$ cat src/sv/ehp_pkg.sv
package ehp_pkg;

  localparam int MAX_EXT_HEADERS_DEF = 8;
  localparam int MAX_FRAME_BYTES_DEF = 65535;
  localparam int QUEUE_DEPTH_DEF     = 4;

  localparam logic [15:0] TPID_CTAG  = 16'h8100;
  localparam logic [15:0] TPID_STAG  = 16'h88A8;
  localparam logic [15:0] ETYPE_IPV4 = 16'h0800;
  localparam logic [15:0] ETYPE_IPV6 = 16'h86DD;
  localparam logic [4:0]  ETH_HDR_LEN = 5'd14;

  localparam logic [7:0] NH_HOPOPT = 8'd0;
  localparam logic [7:0] NH_ROUTE  = 8'd43;
  localparam logic [7:0] NH_FRAG   = 8'd44;
  localparam logic [7:0] NH_DSTOPT = 8'd60;
  localparam logic [7:0] PROTO_TCP    = 8'd6;
  localparam logic [7:0] PROTO_UDP    = 8'd17;
  localparam logic [7:0] PROTO_ICMP4  = 8'd1;
  localparam logic [7:0] PROTO_ICMP6  = 8'd58;

  localparam logic [1:0] L3_NONE = 2'd0;
  localparam logic [1:0] L3_IPV4 = 2'd1;
  localparam logic [1:0] L3_IPV6 = 2'd2;

  localparam logic [1:0] L4_UNKNOWN = 2'd0;
  localparam logic [1:0] L4_TCP     = 2'd1;
  localparam logic [1:0] L4_UDP     = 2'd2;
  localparam logic [1:0] L4_ICMP    = 2'd3;

  localparam logic [4:0] FC_DSTMAC  = 5'd0;
  localparam logic [4:0] FC_SRCMAC  = 5'd1;
  localparam logic [4:0] FC_VLAN0   = 5'd2;
  localparam logic [4:0] FC_VLAN1   = 5'd3;
  localparam logic [4:0] FC_IPVER   = 5'd4;
  localparam logic [4:0] FC_TTL     = 5'd5;
  localparam logic [4:0] FC_IPID    = 5'd6;
  localparam logic [4:0] FC_FRAG    = 5'd7;
  localparam logic [4:0] FC_SRC_HI  = 5'd8;
  localparam logic [4:0] FC_SRC_LO  = 5'd9;
  localparam logic [4:0] FC_DST_HI  = 5'd10;
  localparam logic [4:0] FC_DST_LO  = 5'd11;
  localparam logic [4:0] FC_PROTO   = 5'd12;
  localparam logic [4:0] FC_SPORT   = 5'd13;
  localparam logic [4:0] FC_DPORT   = 5'd14;
  localparam logic [4:0] FC_SEQ     = 5'd15;
  localparam logic [4:0] FC_ACK     = 5'd16;
  localparam logic [4:0] FC_FLAGS   = 5'd17;
  localparam logic [4:0] FC_SUMMARY = 5'd18;

  typedef struct packed {
    logic        fld_v;
    logic [4:0]  fld_code;
    logic [63:0] fld_val;
    logic        sum_v;
    logic [4:0]  sum_val;
  } ehp_rec_t;

  typedef struct packed {
    logic full;
    logic empty;
  } ehp_qstat_t;

  function automatic logic is_ext(input logic [7:0] nh);
    return (nh == NH_HOPOPT) || (nh == NH_ROUTE) || (nh == NH_FRAG) || (nh == NH_DSTOPT);
  endfunction

  function automatic logic [1:0] kind_of(input logic [7:0] proto, input logic [1:0] l3);
    logic [1:0] k;
    k = L4_UNKNOWN;
    if (proto == PROTO_TCP) k = L4_TCP;
    else if (proto == PROTO_UDP) k = L4_UDP;
    else if ((l3 == L3_IPV4 && proto == PROTO_ICMP4) ||
             (l3 == L3_IPV6 && proto == PROTO_ICMP6)) k = L4_ICMP;
    return k;
  endfunction

  function automatic logic [1:0] l3_of(input logic [15:0] etype);
    logic [1:0] k;
    k = L3_NONE;
    if (etype == ETYPE_IPV4) k = L3_IPV4;
    else if (etype == ETYPE_IPV6) k = L3_IPV6;
    return k;
  endfunction

endpackage

$ cat src/sv/ehp_front.sv
module ehp_front #(
  parameter int MAX_EXT_HEADERS = ehp_pkg::MAX_EXT_HEADERS_DEF,
  parameter int MAX_FRAME_BYTES = ehp_pkg::MAX_FRAME_BYTES_DEF
) (
  input  logic              clk,
  input  logic              rst_n,
  input  logic              beat,
  input  logic [7:0]        data_byte,
  input  logic              frame_end,
  output ehp_pkg::ehp_rec_t rec,
  output logic              rec_v
);

  localparam logic [15:0] MAX_POS = 16'(MAX_FRAME_BYTES);
  localparam logic [3:0]  MAX_EXT = 4'(MAX_EXT_HEADERS);

  logic [15:0] pos_r, pos_nxt;
  logic [1:0]  tag_r, tag_nxt;
  logic [1:0]  l3k_r, l3k_nxt;
  logic [4:0]  l3s_r, l3s_nxt;
  logic [15:0] l4s_r, l4s_nxt;
  logic [7:0]  nh_r, nh_nxt;
  logic [3:0]  extc_r, extc_nxt;
  logic [1:0]  l4k_r, l4k_nxt;
  logic        ff_r, ff_nxt;
  logic [63:0] acc_r, acc_nxt;

  logic        fv;
  logic [4:0]  fcode;
  logic [63:0] fval;
  logic [15:0] v, off, o3, o4, l3s16;
  logic        adv;
  logic [7:0]  adv_nh;
  logic [16:0] adv_start;
  logic [3:0]  extc_inc;
  logic [17:0] need, l4len;
  logic        trunc;

  always_comb begin
    pos_nxt = pos_r; tag_nxt = tag_r; l3k_nxt = l3k_r; l3s_nxt = l3s_r;
    l4s_nxt = l4s_r; nh_nxt = nh_r; extc_nxt = extc_r; l4k_nxt = l4k_r;
    ff_nxt = ff_r; acc_nxt = acc_r;
    fv = 1'b0; fcode = ehp_pkg::FC_DSTMAC; fval = '0;
    adv = 1'b0; adv_nh = '0; adv_start = '0;
    v = '0; off = '0;
    l3s16 = {11'd0, l3s_r};
    o3 = pos_r - l3s16;
    o4 = pos_r - l4s_r;
    if (pos_r < MAX_POS) begin
      acc_nxt = {acc_r[55:0], data_byte};
      pos_nxt = pos_r + 16'd1;
      v = acc_nxt[15:0];
      if (pos_r < 16'd12) begin
        if (pos_r == 16'd5 || pos_r == 16'd11) begin
          fv = 1'b1;
          fcode = (pos_r == 16'd5) ? ehp_pkg::FC_DSTMAC : ehp_pkg::FC_SRCMAC;
          fval = {16'd0, acc_nxt[47:0]};
        end
      end else if (pos_r < l3s16) begin
        if (pos_r == 16'd13) begin
          if (v == ehp_pkg::TPID_CTAG) begin
            tag_nxt = 2'd1; l3s_nxt = 5'd18;
          end else if (v == ehp_pkg::TPID_STAG) begin
            tag_nxt = 2'd2; l3s_nxt = 5'd22;
          end else l3k_nxt = ehp_pkg::l3_of(v);
        end else if (pos_r == 16'd15 && tag_r != 2'd0) begin
          fv = 1'b1; fcode = ehp_pkg::FC_VLAN0; fval = {52'd0, v[11:0]};
        end else if (pos_r == 16'd17 && tag_r == 2'd1) begin
          l3k_nxt = ehp_pkg::l3_of(v);
        end else if (pos_r == 16'd19 && tag_r == 2'd2) begin
          fv = 1'b1; fcode = ehp_pkg::FC_VLAN1; fval = {52'd0, v[11:0]};
        end else if (pos_r == 16'd21 && tag_r == 2'd2) begin
          l3k_nxt = ehp_pkg::l3_of(v);
        end
      end else if (l3k_r == ehp_pkg::L3_NONE) begin
        fv = 1'b0;
      end else if (l3k_r == ehp_pkg::L3_IPV4 && o3 < 16'd20) begin
        case (o3[4:0])
          5'd0: begin
            l4s_nxt = (data_byte[3:0] >= 4'd5) ?
                      (l3s16 + {10'd0, data_byte[3:0], 2'b00}) : 16'd0;
            fv = 1'b1; fcode = ehp_pkg::FC_IPVER; fval = 64'd4;
          end
          5'd5: begin
            fv = 1'b1; fcode = ehp_pkg::FC_IPID; fval = {48'd0, v};
          end
          5'd7: begin
            off = {v[12:8], v[7:0], 3'b000};
            ff_nxt = (off == 16'd0);
            fv = 1'b1; fcode = ehp_pkg::FC_FRAG; fval = {47'd0, v[13], off};
          end
          5'd8: begin
            fv = 1'b1; fcode = ehp_pkg::FC_TTL; fval = {56'd0, data_byte};
          end
          5'd9: begin
            nh_nxt = data_byte;
            l4k_nxt = ehp_pkg::kind_of(data_byte, ehp_pkg::L3_IPV4);
            fv = 1'b1; fcode = ehp_pkg::FC_PROTO; fval = {56'd0, data_byte};
          end
          5'd15: begin
            fv = 1'b1; fcode = ehp_pkg::FC_SRC_LO; fval = {32'd0, acc_nxt[31:0]};
          end
          5'd19: begin
            fv = 1'b1; fcode = ehp_pkg::FC_DST_LO; fval = {32'd0, acc_nxt[31:0]};
          end
          default: fv = 1'b0;
        endcase
      end else if (l3k_r == ehp_pkg::L3_IPV6 && o3 < 16'd40) begin
        case (o3[5:0])
          6'd0: begin
            fv = 1'b1; fcode = ehp_pkg::FC_IPVER; fval = 64'd6;
          end
          6'd6: begin
            nh_nxt = data_byte;
            l4s_nxt = l3s16 + 16'd40;
            if (!ehp_pkg::is_ext(data_byte)) begin
              l4k_nxt = ehp_pkg::kind_of(data_byte, ehp_pkg::L3_IPV6);
              fv = 1'b1; fcode = ehp_pkg::FC_PROTO; fval = {56'd0, data_byte};
            end
          end
          6'd7: begin
            fv = 1'b1; fcode = ehp_pkg::FC_TTL; fval = {56'd0, data_byte};
          end
          6'd15: begin fv = 1'b1; fcode = ehp_pkg::FC_SRC_HI; fval = acc_nxt; end
          6'd23: begin fv = 1'b1; fcode = ehp_pkg::FC_SRC_LO; fval = acc_nxt; end
          6'd31: begin fv = 1'b1; fcode = ehp_pkg::FC_DST_HI; fval = acc_nxt; end
          6'd39: begin fv = 1'b1; fcode = ehp_pkg::FC_DST_LO; fval = acc_nxt; end
          default: fv = 1'b0;
        endcase
      end else if (l4s_r != 16'd0 && pos_r >= l4s_r) begin
        if (ehp_pkg::is_ext(nh_r)) begin
          if (l3k_r == ehp_pkg::L3_IPV6) begin
            if (o4 == 16'd0 && !ehp_pkg::is_ext(data_byte)) begin
              l4k_nxt = ehp_pkg::kind_of(data_byte, ehp_pkg::L3_IPV6);
              fv = 1'b1; fcode = ehp_pkg::FC_PROTO; fval = {56'd0, data_byte};
            end else if (o4 == 16'd1 && nh_r != ehp_pkg::NH_FRAG) begin
              adv = 1'b1; adv_nh = acc_nxt[15:8];
              adv_start = {1'b0, l4s_r} + {5'd0, ({1'b0, data_byte} + 9'd1), 3'b000};
            end else if (o4 == 16'd3 && nh_r == ehp_pkg::NH_FRAG) begin
              off = {v[15:3], 3'b000};
              if (off != 16'd0) begin
                ff_nxt = 1'b0; l4s_nxt = 16'd0;
              end else begin
                adv = 1'b1; adv_nh = acc_nxt[31:24];
                adv_start = {1'b0, l4s_r} + 17'd8;
              end
              fv = 1'b1; fcode = ehp_pkg::FC_FRAG; fval = {47'd0, v[0], off};
            end
          end
        end else if (l4k_r != ehp_pkg::L4_UNKNOWN && ff_r) begin
          if (l4k_r == ehp_pkg::L4_ICMP) begin
            if (o4 == 16'd0) begin
              fv = 1'b1; fcode = ehp_pkg::FC_SPORT; fval = {56'd0, data_byte};
            end else if (o4 == 16'd1) begin
              fv = 1'b1; fcode = ehp_pkg::FC_DPORT; fval = {56'd0, data_byte};
            end
          end else if (o4 == 16'd1) begin
            fv = 1'b1; fcode = ehp_pkg::FC_SPORT; fval = {48'd0, v};
          end else if (o4 == 16'd3) begin
            fv = 1'b1; fcode = ehp_pkg::FC_DPORT; fval = {48'd0, v};
          end else if (l4k_r == ehp_pkg::L4_TCP) begin
            if (o4 == 16'd7) begin
              fv = 1'b1; fcode = ehp_pkg::FC_SEQ; fval = {32'd0, acc_nxt[31:0]};
            end else if (o4 == 16'd11) begin
              fv = 1'b1; fcode = ehp_pkg::FC_ACK; fval = {32'd0, acc_nxt[31:0]};
            end else if (o4 == 16'd13) begin
              fv = 1'b1; fcode = ehp_pkg::FC_FLAGS; fval = {56'd0, data_byte};
            end
          end
        end
      end
    end
    extc_inc = (extc_r < 4'd15) ? (extc_r + 4'd1) : extc_r;
    if (adv) begin
      extc_nxt = extc_inc;
      nh_nxt = adv_nh;
      l4s_nxt = (adv_start > {1'b0, MAX_POS}) ? MAX_POS : adv_start[15:0];
      if (ehp_pkg::is_ext(adv_nh) && extc_inc >= MAX_EXT) l4s_nxt = 16'd0;
    end
  end

  always_comb begin
    l4len = (l4k_nxt == ehp_pkg::L4_TCP) ? 18'd14 :
            ((l4k_nxt == ehp_pkg::L4_UDP) ? 18'd4 : 18'd2);
    need = {13'd0, l3s_nxt};
    if (l3k_nxt == ehp_pkg::L3_IPV4) begin
      need = {13'd0, l3s_nxt} + 18'd20;
      if (l4s_nxt != 16'd0) begin
        if ({2'd0, l4s_nxt} > need) need = {2'd0, l4s_nxt};
        if (ff_nxt && l4k_nxt != ehp_pkg::L4_UNKNOWN) need = {2'd0, l4s_nxt} + l4len;
      end
    end else if (l3k_nxt == ehp_pkg::L3_IPV6) begin
      need = {13'd0, l3s_nxt} + 18'd40;
      if (l4s_nxt != 16'd0) begin
        if (ehp_pkg::is_ext(nh_nxt))
          need = {2'd0, l4s_nxt} + ((nh_nxt == ehp_pkg::NH_FRAG) ? 18'd4 : 18'd2);
        else if (ff_nxt && l4k_nxt != ehp_pkg::L4_UNKNOWN)
          need = {2'd0, l4s_nxt} + l4len;
        else if ({2'd0, l4s_nxt} > need)
          need = {2'd0, l4s_nxt};
      end
    end
    trunc = need > {2'd0, pos_nxt};
  end

  always_comb begin
    rec.fld_v    = fv;
    rec.fld_code = fcode;
    rec.fld_val  = fval;
    rec.sum_v    = frame_end;
    rec.sum_val  = {trunc, l4k_nxt, l3k_nxt};
    rec_v        = beat && (fv || frame_end);
  end

  always_ff @(posedge clk) begin
    if (!rst_n || (beat && frame_end)) begin
      pos_r <= '0; tag_r <= '0; l3k_r <= ehp_pkg::L3_NONE;
      l3s_r <= ehp_pkg::ETH_HDR_LEN; l4s_r <= '0; nh_r <= '0; extc_r <= '0;
      l4k_r <= ehp_pkg::L4_UNKNOWN; ff_r <= 1'b1; acc_r <= '0;
    end else if (beat) begin
      pos_r <= pos_nxt; tag_r <= tag_nxt; l3k_r <= l3k_nxt; l3s_r <= l3s_nxt;
      l4s_r <= l4s_nxt; nh_r <= nh_nxt; extc_r <= extc_nxt; l4k_r <= l4k_nxt;
      ff_r <= ff_nxt; acc_r <= acc_nxt;
    end
  end

endmodule

$ cat src/sv/ehp_queue.sv
module ehp_queue #(
  parameter int DEPTH = ehp_pkg::QUEUE_DEPTH_DEF
) (
  input  logic               clk,
  input  logic               rst_n,
  input  logic               push,
  input  ehp_pkg::ehp_rec_t  wr_rec,
  input  logic               pop,
  output ehp_pkg::ehp_rec_t  rd_rec,
  output ehp_pkg::ehp_qstat_t stat
);

  localparam int AW = (DEPTH > 1) ? $clog2(DEPTH) : 1;
  localparam int CW = $clog2(DEPTH + 1);
  localparam logic [AW-1:0] LAST = AW'(DEPTH - 1);

  ehp_pkg::ehp_rec_t mem_r [DEPTH];
  logic [AW-1:0] wp_r, wp_nxt, rp_r, rp_nxt;
  logic [CW-1:0] cnt_r, cnt_nxt;

  always_comb begin
    wp_nxt = push ? ((wp_r == LAST) ? '0 : wp_r + 1'b1) : wp_r;
    rp_nxt = pop  ? ((rp_r == LAST) ? '0 : rp_r + 1'b1) : rp_r;
    cnt_nxt = cnt_r;
    if (push && !pop) cnt_nxt = cnt_r + 1'b1;
    else if (pop && !push) cnt_nxt = cnt_r - 1'b1;
    stat.full  = (cnt_r == CW'(DEPTH));
    stat.empty = (cnt_r == '0);
    rd_rec = mem_r[rp_r];
  end

  always_ff @(posedge clk) begin
    if (!rst_n) begin
      wp_r <= '0; rp_r <= '0; cnt_r <= '0;
    end else begin
      wp_r <= wp_nxt; rp_r <= rp_nxt; cnt_r <= cnt_nxt;
    end
  end

  always_ff @(posedge clk) begin
    if (push) mem_r[wp_r] <= wr_rec;
  end

endmodule

$ cat src/sv/ehp_back.sv
module ehp_back (
  input  logic               clk,
  input  logic               rst_n,
  input  ehp_pkg::ehp_rec_t  rd_rec,
  input  logic               q_empty,
  output logic               pop,
  output logic               sum_pend,
  output logic               out_tvalid,
  input  logic               out_tready,
  output logic [71:0]        out_tdata,
  output logic               out_tlast
);

  logic        vld_r, vld_nxt;
  logic        pend_r, pend_nxt;
  logic [4:0]  psum_r, psum_nxt;
  logic [4:0]  code_r, code_nxt;
  logic [63:0] val_r, val_nxt;
  logic        last_r, last_nxt;
  logic        load;

  always_comb begin
    load = !vld_r || out_tready;
    pop = 1'b0;
    vld_nxt = vld_r; pend_nxt = pend_r; psum_nxt = psum_r;
    code_nxt = code_r; val_nxt = val_r; last_nxt = last_r;
    if (load) begin
      if (pend_r) begin
        vld_nxt = 1'b1; pend_nxt = 1'b0;
        code_nxt = ehp_pkg::FC_SUMMARY; val_nxt = {59'd0, psum_r}; last_nxt = 1'b1;
      end else if (!q_empty) begin
        pop = 1'b1; vld_nxt = 1'b1;
        if (rd_rec.fld_v) begin
          code_nxt = rd_rec.fld_code; val_nxt = rd_rec.fld_val; last_nxt = 1'b0;
          pend_nxt = rd_rec.sum_v; psum_nxt = rd_rec.sum_val;
        end else begin
          code_nxt = ehp_pkg::FC_SUMMARY; val_nxt = {59'd0, rd_rec.sum_val};
          last_nxt = 1'b1;
        end
      end else begin
        vld_nxt = 1'b0;
      end
    end
  end

  always_ff @(posedge clk) begin
    if (!rst_n) begin
      vld_r <= 1'b0; pend_r <= 1'b0;
    end else begin
      vld_r <= vld_nxt; pend_r <= pend_nxt;
    end
  end

  always_ff @(posedge clk) begin
    psum_r <= psum_nxt; code_r <= code_nxt; val_r <= val_nxt; last_r <= last_nxt;
  end

  assign out_tvalid = vld_r;
  assign out_tdata  = {3'd0, val_r, code_r};
  assign out_tlast  = last_r;
  assign sum_pend   = pend_r;

endmodule

$ cat src/sv/ethernet_ip_header_parser_top.sv
// Ethernet / VLAN / IPv4 / IPv6 / L4 header parser.
// in_*: one frame byte per beat, in_tlast on the final byte of a frame.
// out_*: one beat per extracted field, tagged by field code; a summary beat
//   (l3 kind, l4 kind, truncated bit) with out_tlast closes every frame.
// Throughput: one input byte per cycle while in_tready is high. The final byte
//   of a frame that also completes a field yields two output beats: the field beat, then the summary.
// A field is registered into the queue and then into the output register
//   before it appears on out_*.
// The parser front end writes into a small record queue; the back end drains
//   it into a registered output stage. When the receiver stalls, the queue
//   fills and in_tready drops once it holds QUEUE_DEPTH records; bytes that
//   yield no result still need a free slot to be taken.
// Reset (rst_n low, synchronous) empties the queue and output stage and
//   returns the parser to the start of a frame.
module ethernet_ip_header_parser_top #(
  parameter int MAX_EXT_HEADERS = ehp_pkg::MAX_EXT_HEADERS_DEF,
  parameter int MAX_FRAME_BYTES = ehp_pkg::MAX_FRAME_BYTES_DEF,
  parameter int QUEUE_DEPTH     = ehp_pkg::QUEUE_DEPTH_DEF
) (
  input  logic        clk,
  input  logic        rst_n,
  input  logic        in_tvalid,
  output logic        in_tready,
  input  logic [7:0]  in_tdata,   // [7:0] data_byte
  input  logic        in_tlast,
  output logic        out_tvalid,
  input  logic        out_tready,
  output logic [71:0] out_tdata,  // [4:0] field_code, [68:5] field_value, [71:69] zero
  output logic        out_tlast
);

  ehp_pkg::ehp_rec_t   wr_rec, rd_rec;
  ehp_pkg::ehp_qstat_t qstat;
  logic beat, push, pop, sum_pend;

  assign in_tready = !qstat.full;
  assign beat = in_tvalid && in_tready;

  ehp_front #(
    .MAX_EXT_HEADERS(MAX_EXT_HEADERS),
    .MAX_FRAME_BYTES(MAX_FRAME_BYTES)
  ) u_front (
    .clk(clk), .rst_n(rst_n), .beat(beat), .data_byte(in_tdata),
    .frame_end(in_tlast), .rec(wr_rec), .rec_v(push)
  );

  ehp_queue #(.DEPTH(QUEUE_DEPTH)) u_queue (
    .clk(clk), .rst_n(rst_n), .push(push), .wr_rec(wr_rec),
    .pop(pop), .rd_rec(rd_rec), .stat(qstat)
  );

  ehp_back u_back (
    .clk(clk), .rst_n(rst_n), .rd_rec(rd_rec), .q_empty(qstat.empty),
    .pop(pop), .sum_pend(sum_pend), .out_tvalid(out_tvalid),
    .out_tready(out_tready), .out_tdata(out_tdata), .out_tlast(out_tlast)
  );

`ifndef ASSERT_OFF
  a_tlast_is_summary: assert property (@(posedge clk) disable iff (!rst_n)
    out_tvalid && out_tlast |-> out_tdata[4:0] == ehp_pkg::FC_SUMMARY)
    else $error("tlast on non-summary beat");

  a_queue_stat: assert property (@(posedge clk) disable iff (!rst_n)
    !(qstat.full && qstat.empty))
    else $error("queue full and empty");

  a_pend_valid: assert property (@(posedge clk) disable iff (!rst_n)
    sum_pend |-> out_tvalid && !out_tlast)
    else $error("pending summary without field beat");

  a_no_pop_empty: assert property (@(posedge clk) disable iff (!rst_n)
    pop |-> !qstat.empty)
    else $error("pop from empty queue");
`endif

endmodule
$ cat config.mk
export PLATFORM = sky130hd
export DESIGN_NAME = ethernet_ip_header_parser_top
export DESIGN_NICKNAME = d
export VERILOG_FILES = /design/src/sv/ehp_pkg.sv /design/src/sv/ehp_front.sv /design/src/sv/ehp_queue.sv /design/src/sv/ehp_back.sv /design/src/sv/ethernet_ip_header_parser_top.sv
export SDC_FILE = /design/constraint.sdc
export NUM_CORES = 1
export LEC_CHECK = 0
export ABC_AREA = 1
export BUFFER_PORTS_ARGS = -buffer_cell sky130_fd_sc_hd__buf_2
export CORE_MARGIN = 2
export CORE_UTILIZATION = 63
export DETAILED_ROUTE_END_ITERATION = 8
export PLACE_DENSITY = 0.81
export SKIP_LAST_GASP = 1
export SLEW_MARGIN = 25
export SYNTH_ARGS = -nofsm -noshare
export SYNTH_HDL_FRONTEND = slang
export SYNTH_HIERARCHICAL = 1
export SYNTH_SLANG_ARGS = --single-unit
$ cat constraint.sdc
create_clock -name clk -period 8.6 [get_ports clk]
set_input_delay 0.86 -clock clk [delete_from_list [all_inputs] [get_ports clk]]
set_output_delay 0.86 -clock clk [all_outputs]
set_load 0.02 [all_outputs]
==> metrics.cfg, run 1 <==
[floorplanning]
start_util_pct = 63.8
die_x_um = 218
die_area_um2 = 47700
io_pins = 88
dieHeight_um = 218
row_count = 78
coreArea_um2 = 45400

[timing]
hold_slack_ns = 0.482
tightest_slew_ns = 1.03
slew_headroom_pct = 30.6
fin_crit_ns = 8.00
slew_violations = 0
clock_skew_ns = 0.0293
fin_setup_tns_ns = 0
hold_viol_final = 0
setup_viol = 0
rsz0062_at_grt = false
clock.fmax_ghz = 0.125
finalCritPeriodShare_pct = 93.0

[global_route]
gr-usage-all-layers_pct = 35.4
grt_antenna_before_repair = 0
grt_pass1_wl_mm = 131
grt_overflow_total = 0
first_global_vias = 23889
grt_max_degree = 153

[critical_path]
max_stage_delay_ns = 0.49
path_max_fanout = 17
worstSetupPathType = flip-flop to flip-flop
required_ns = 8.89
crit_family = simple AND/OR/NAND/NOR gates
worstSetupEndpointType = flip-flop
worstPathArrival_ns = 8.29
cpMostUsedCell = nand2_1
critPathSlowestCell = dfxtp_1
cp_num_buf_inv = 3
crit_path_start_kind = flip-flop

[power]
p_leak_nw = 12.7
ir_drop_mv = 0.337
powerDensity_nw_per_um2 = 318

[layout]
drive_above_1_share_pct = 11.2
final_util_pct = 68.9
stdcell_count = 4057
syn_to_final_growth_pct = 8.08
diodes = 0
fin_nets = 3523

[clocking]
h-tree-depth = 2
cts.sinks = 502
clk_path_buf_depth = 3
postCtsSetupRepairBufs = 0
cts_hold_buffers = 0
insertion_delay_ns = 0.60
path_clk_slew_ns = 0.06
tritoncts = done
numCtsBuffers = 50
cts_resized = 0
cts_root_buf = clkbuf_16

[place]
place_hpwl_mm = 59.4
dp_cells = 3963
io_buffers = 84
gp_congestion = 1.01

[status]
run_status = complete, no violations

[synth]
avgSynthCellArea_um2 = 8.50
synth_top_area_share_pct = 39.3
synth_edf_count = 379
yosys.area.top_type = edfxtp_1
yosys-top-cells-count = 508 x nand2_1, 430 x nor2_1, 390 x inv_1, 379 x edfxtp_1, 370 x o21ai_0
ys_seq_area_share_pct = 47.8
yosysMostFrequentCell = nand2_1
async_reset_ff_share_pct = 0
yosys_register_bits = 502
syn_area_um2 = 28900
syn_inst = 3403
yosysWarningCount = 6
synthFlopType = edfxtp_1
synthTopCellsByArea = edfxtp_1 39%, dfxtp_1 8.5%, nand2_1 6.6%, o21ai_0 6.4%, nor2_1 5.6%
ys_types = 71

[detailed_routing]
drtIter0Drc = 2677
drt-total-wl_mm = 85.4
wl_met3_mm = 7.63
m1WireLength_mm = 33.4
viasPerCell = 6.22
wl_per_cell_um = 21.1
wl_met2_mm = 40.4
drt_first_pass_iters = 8
drcViolationCount = 0
ant_nets = 0
dr.max_layer_used = met4
vias = 25218

[hold_path]
hp-class = flip-flop to flip-flop

[flow_run]
maxCapViolCount = 0

## cell families (layout without fill, tap and decap cells)
group	Yosys count	after routing	share of synthesized area, %
multiplexers	4	4	0.186
AND/OR/NAND/NOR	1376	1376	22.3
other	1	3	0.0130
adder cells (fa/ha/maj)	94	94	4.25
flip-flops	502	502	47.8
XOR/XNOR	43	43	1.30
buffers and inverters	587	639	8.82
AO/OA/AOI/OAI	796	796	15.3
## final timing paths
path,start,end,slack (ns),cells past startpoint
min,u_front/ff_r,u_front/ff_r,0.48,2
max reg2reg,u_front/pos_r[0],u_queue/mem_r[1][4],0.60,46
max,u_front/pos_r[0],u_queue/mem_r[1][4],0.60,46
min reg2reg,u_front/ff_r,u_front/ff_r,0.48,2
## area by class of cell
class	instances	area, um2
repair buffers	117	738
inverters	429	1630
well taps	600	751
clock buffers	66	1360
fillers	3482	14100
flip-flops and latches	502	13800
multi-input cells	2316	12600
clock inverters	27	365
## metrics by stage
stage          cell area (um2)  total power [mW]  worst slack (ns)
6_report                 31300              9.96             0.605
5_1_grt                  31300              10.5            0.0225
4_1_cts                  31200              9.89             0.287
3_5_place_dp             29500              7.57             0.354
3_3_place_gp             29500              7.44             0.665
2_1_floorplan            28900              6.54              2.19
## tightest hold or removal path, delay by kind of cell (launching register included)
family         cells  cell delay [ns]
AO/OA/AOI/OAI      2             0.12
flip-flops         1             0.33
## metal layers
layer	track usage [%]	up-vias
li1	-	11659
met1	46.3	11881
met2	58.4	1441
met3	5.08	237
met4	16.5	0
met5	0	-
## flip-flops by register name, summed over array words and instances, names as in the netlist, named ones only
signal	flops
u_front/l3s_r	5
u_back/code_r	5
u_queue/cnt_r	3
u_queue/wp_r	2
u_front/extc_r	4
u_front/l4s_r	16
u_queue/mem_r	304
u_queue/rp_r	2
u_back/psum_r	5
u_back/sum_pend	1
u_front/tag_r	2
u_front/acc_r	56
u_back/out_tlast	1
u_front/ff_r	1
u_front/nh_r	8
u_front/l4k_r	2
u_front/l3k_r	2
u_back/out_tvalid	1
u_back/val_r	64
u_front/pos_r	16
## power breakdown
group	internal [mW]	total, mW	switching, mW
Clock	1.36	2.29	0.930
Combinational	1.15	4.15	3.00
Sequential	3.30	3.52	0.212
## cells in the final DEF, fill, tap and decap left out, types with 42 or more instances in the layout
cell type,n
inv_1,384
buf_2,84
o22ai_1,78
nand4_1,57
a21oi_1,197
o211ai_1,42
edfxtp_1,379
o21ai_0,368
nand2_1,508
nor2_1,429
nand3_1,158
dfxtp_1,121
ha_1,87
clkbuf_16,50
Note: power is estimated with default switching activity, not from simulation.
==> run 2: changes to the inputs <==
CORE_UTILIZATION = 48   (was 63)
PLACE_DENSITY = default   (was 0.81)
==> run 2 against run 1 <==
Net effect: combinational power decreased by 2%; sequential cell count unchanged; clock-buffer cell count decreased by 2; register-to-register slack improved by 0.18 ns; sequential power increased by 1%; setup slack improved by 0.18 ns; critical endpoint is now u_queue/mem_r[0][4]; largest cell class unchanged; clock power increased by 5%; final area increased by 1.2%; fmax increased by 2.3%; non-clock buffer count increased by 6; critical path depth decreased by 9; sequential share of layout area decreased by 0.51 points.
==> metrics.cfg, run 2 (synthesis gave the netlist of run 1 again) <==
[status]
run_status = complete, no violations

[clocking]
clk_path_buf_depth = 3  ; unchanged
cts.sinks = 502  ; unchanged
cts_root_buf = clkbuf_16
path_clk_slew_ns = 0.06  ; about the same
tritoncts = done
insertion_delay_ns = 0.62  ; +0.02 ns
numCtsBuffers = 53  ; +6.0%
h-tree-depth = 2  ; unchanged

[detailed_routing]
drt-total-wl_mm = 87.9  ; +2.9%
viasPerCell = 5.72  ; -7.9%
wl_per_cell_um = 20.7  ; -1.8%
drt_first_pass_iters = 6  ; -2
drcViolationCount = 0  ; unchanged
ant_nets = 0  ; unchanged
vias = 24333  ; -3.5%
drtIter0Drc = 2315  ; -14%

[floorplanning]
start_util_pct = 48.2  ; -16 points
dieHeight_um = 250  ; +14%
die_area_um2 = 62300  ; +31%
io_pins = 88  ; unchanged
die_x_um = 250  ; +14%
row_count = 90  ; +15%
coreArea_um2 = 60000  ; +32%

[critical_path]
max_stage_delay_ns = 0.59  ; +0.10 ns
worstSetupPathType = flip-flop to flip-flop
path_max_fanout = 27  ; +10
worstSetupEndpointType = flip-flop
crit_path_start_kind = flip-flop
worstPathArrival_ns = 8.14  ; -0.15 ns
critPathSlowestCell = o41ai_1
required_ns = 8.92  ; +0.03 ns
cpMostUsedCell = nand2_1

[timing]
tightest_slew_ns = 1.07  ; +0.0355 ns
slew_violations = 0  ; unchanged
fin_setup_tns_ns = 0  ; unchanged
setup_viol = 0  ; unchanged
slew_headroom_pct = 28.4  ; -2.2 points
hold_viol_final = 0  ; unchanged
hold_slack_ns = 0.484  ; +0.00236 ns
finalCritPeriodShare_pct = 90.9  ; -2.1 points
rsz0062_at_grt = false
clock_skew_ns = 0.0264  ; -0.00291 ns
fin_crit_ns = 7.82  ; -0.179 ns
clock.fmax_ghz = 0.128  ; +2.3%

[hold_path]
hp-class = flip-flop to flip-flop

[layout]
diodes = 0  ; unchanged
seqCellArea_um2 = 13800  ; unchanged
final.fill_count = 5624  ; +62%
largest_registers = u_queue/mem_r: 304 flops, u_back/val_r: 64 flops, u_front/acc_r: 56 flops
largest_reg_flops = 304  ; unchanged
syn_to_final_growth_pct = 9.34
multi_input_area_um2 = 12600  ; about the same
top_register = u_queue/mem_r
drive_above_1_share_pct = 11.6  ; +0.36 points
stdcell_count = 4252  ; +4.8%
layout_commonest_cell = nand2_1
layout_common_cells = 508 x nand2_1, 429 x nor2_1, 384 x inv_1
fin_nets = 3532  ; +0.26%

[place]
io_buffers = 84  ; unchanged
place_hpwl_mm = 62.9  ; +5.8%
gp_congestion = 0.937  ; -7.4%
dp_cells = 4145  ; +4.6%

[power]
ir_drop_mv = 0.204  ; -39%
powerDensity_nw_per_um2 = 316  ; -0.64%
p_leak_nw = 12.8  ; +0.56%

[global_route]
grt_overflow_total = 0  ; unchanged
grt_pass1_wl_mm = 134  ; +2.2%
gr-usage-all-layers_pct = 27.6  ; -7.7 points
grt_max_degree = 153  ; unchanged
grt_antenna_before_repair = 0  ; unchanged
first_global_vias = 22722  ; -4.9%

[flow_run]
maxCapViolCount = 0  ; unchanged

run 2: per-stage QoR:
| step | worst slack (ns) | instance area, um2 | util (%) | total power [mW] |
|---|---|---|---|---|
| finish | 0.784 | 31600 | 52.7 | 10.0 |
| CTS | 0.754 | 31600 | 52.6 | 10.0 |
| floorplan | 2.19 | 28900 | - | 6.54 |
| global route | 0.112 | 31600 | 52.7 | 10.6 |
| detailed placement | 0.821 | 29700 | 49.5 | 7.64 |
| global placement | 0.968 | 29700 | 49.5 | 7.58 |
run 2: layout make-up:
cell class / count / share of cell area, %
timing repair buffer: 123 / 2.37
multi-input combinational: 2316 / 39.8
clock buffer: 64 / 4.42
clock inverter: 36 / 1.42
tap: 782 / 3.09
sequential: 502 / 43.8
inverter: 429 / 5.15
run 2: power breakdown:
group | internal (mW) | switching, mW
Sequential | 3.30 | 0.254
Clock | 1.42 | 0.984
Combinational | 1.14 | 2.92
run 2: per-layer routing:
layer / wire length (um) / global-route usage (%)
met1: 39300 / 38.7
met2: 40600 / 44.8
met3: 5410 / 3.67
met4: 2550 / 8.47
met5: 0 / 0
run 2: critical path: cells and delay by family, from the launching register on:
family | cells | cell delay [ns]
flops | 1 | 0.48
buf+inv | 2 | 0.23
compound gates | 10 | 1.95
simple gates | 20 | 3.23
mux | 1 | 0.33
fa+ha+maj | 4 | 1.28
run 2: path summary, 6_finish.rpt:
path | slack, ns | endpoint | startpoint | depth (start not counted)
min reg2reg | 0.48 | u_front/extc_r[1] | u_front/extc_r[1] | 2
max | 0.78 | u_queue/mem_r[0][4] | u_front/pos_r[0] | 37
max reg2reg | 0.78 | u_queue/mem_r[0][4] | u_front/pos_r[0] | 37
min | 0.48 | u_front/extc_r[1] | u_front/extc_r[1] | 2
run 2: what timing repair did:
| item | 4_1_cts | 5_1_grt |
|---|---|---|
| buffers inserted | 0 | 7 |
| resized for setup | 0 | 1 |
| hold buffers | 0 | 0 |
| endpoints found under the setup margin | 0 | 4 |
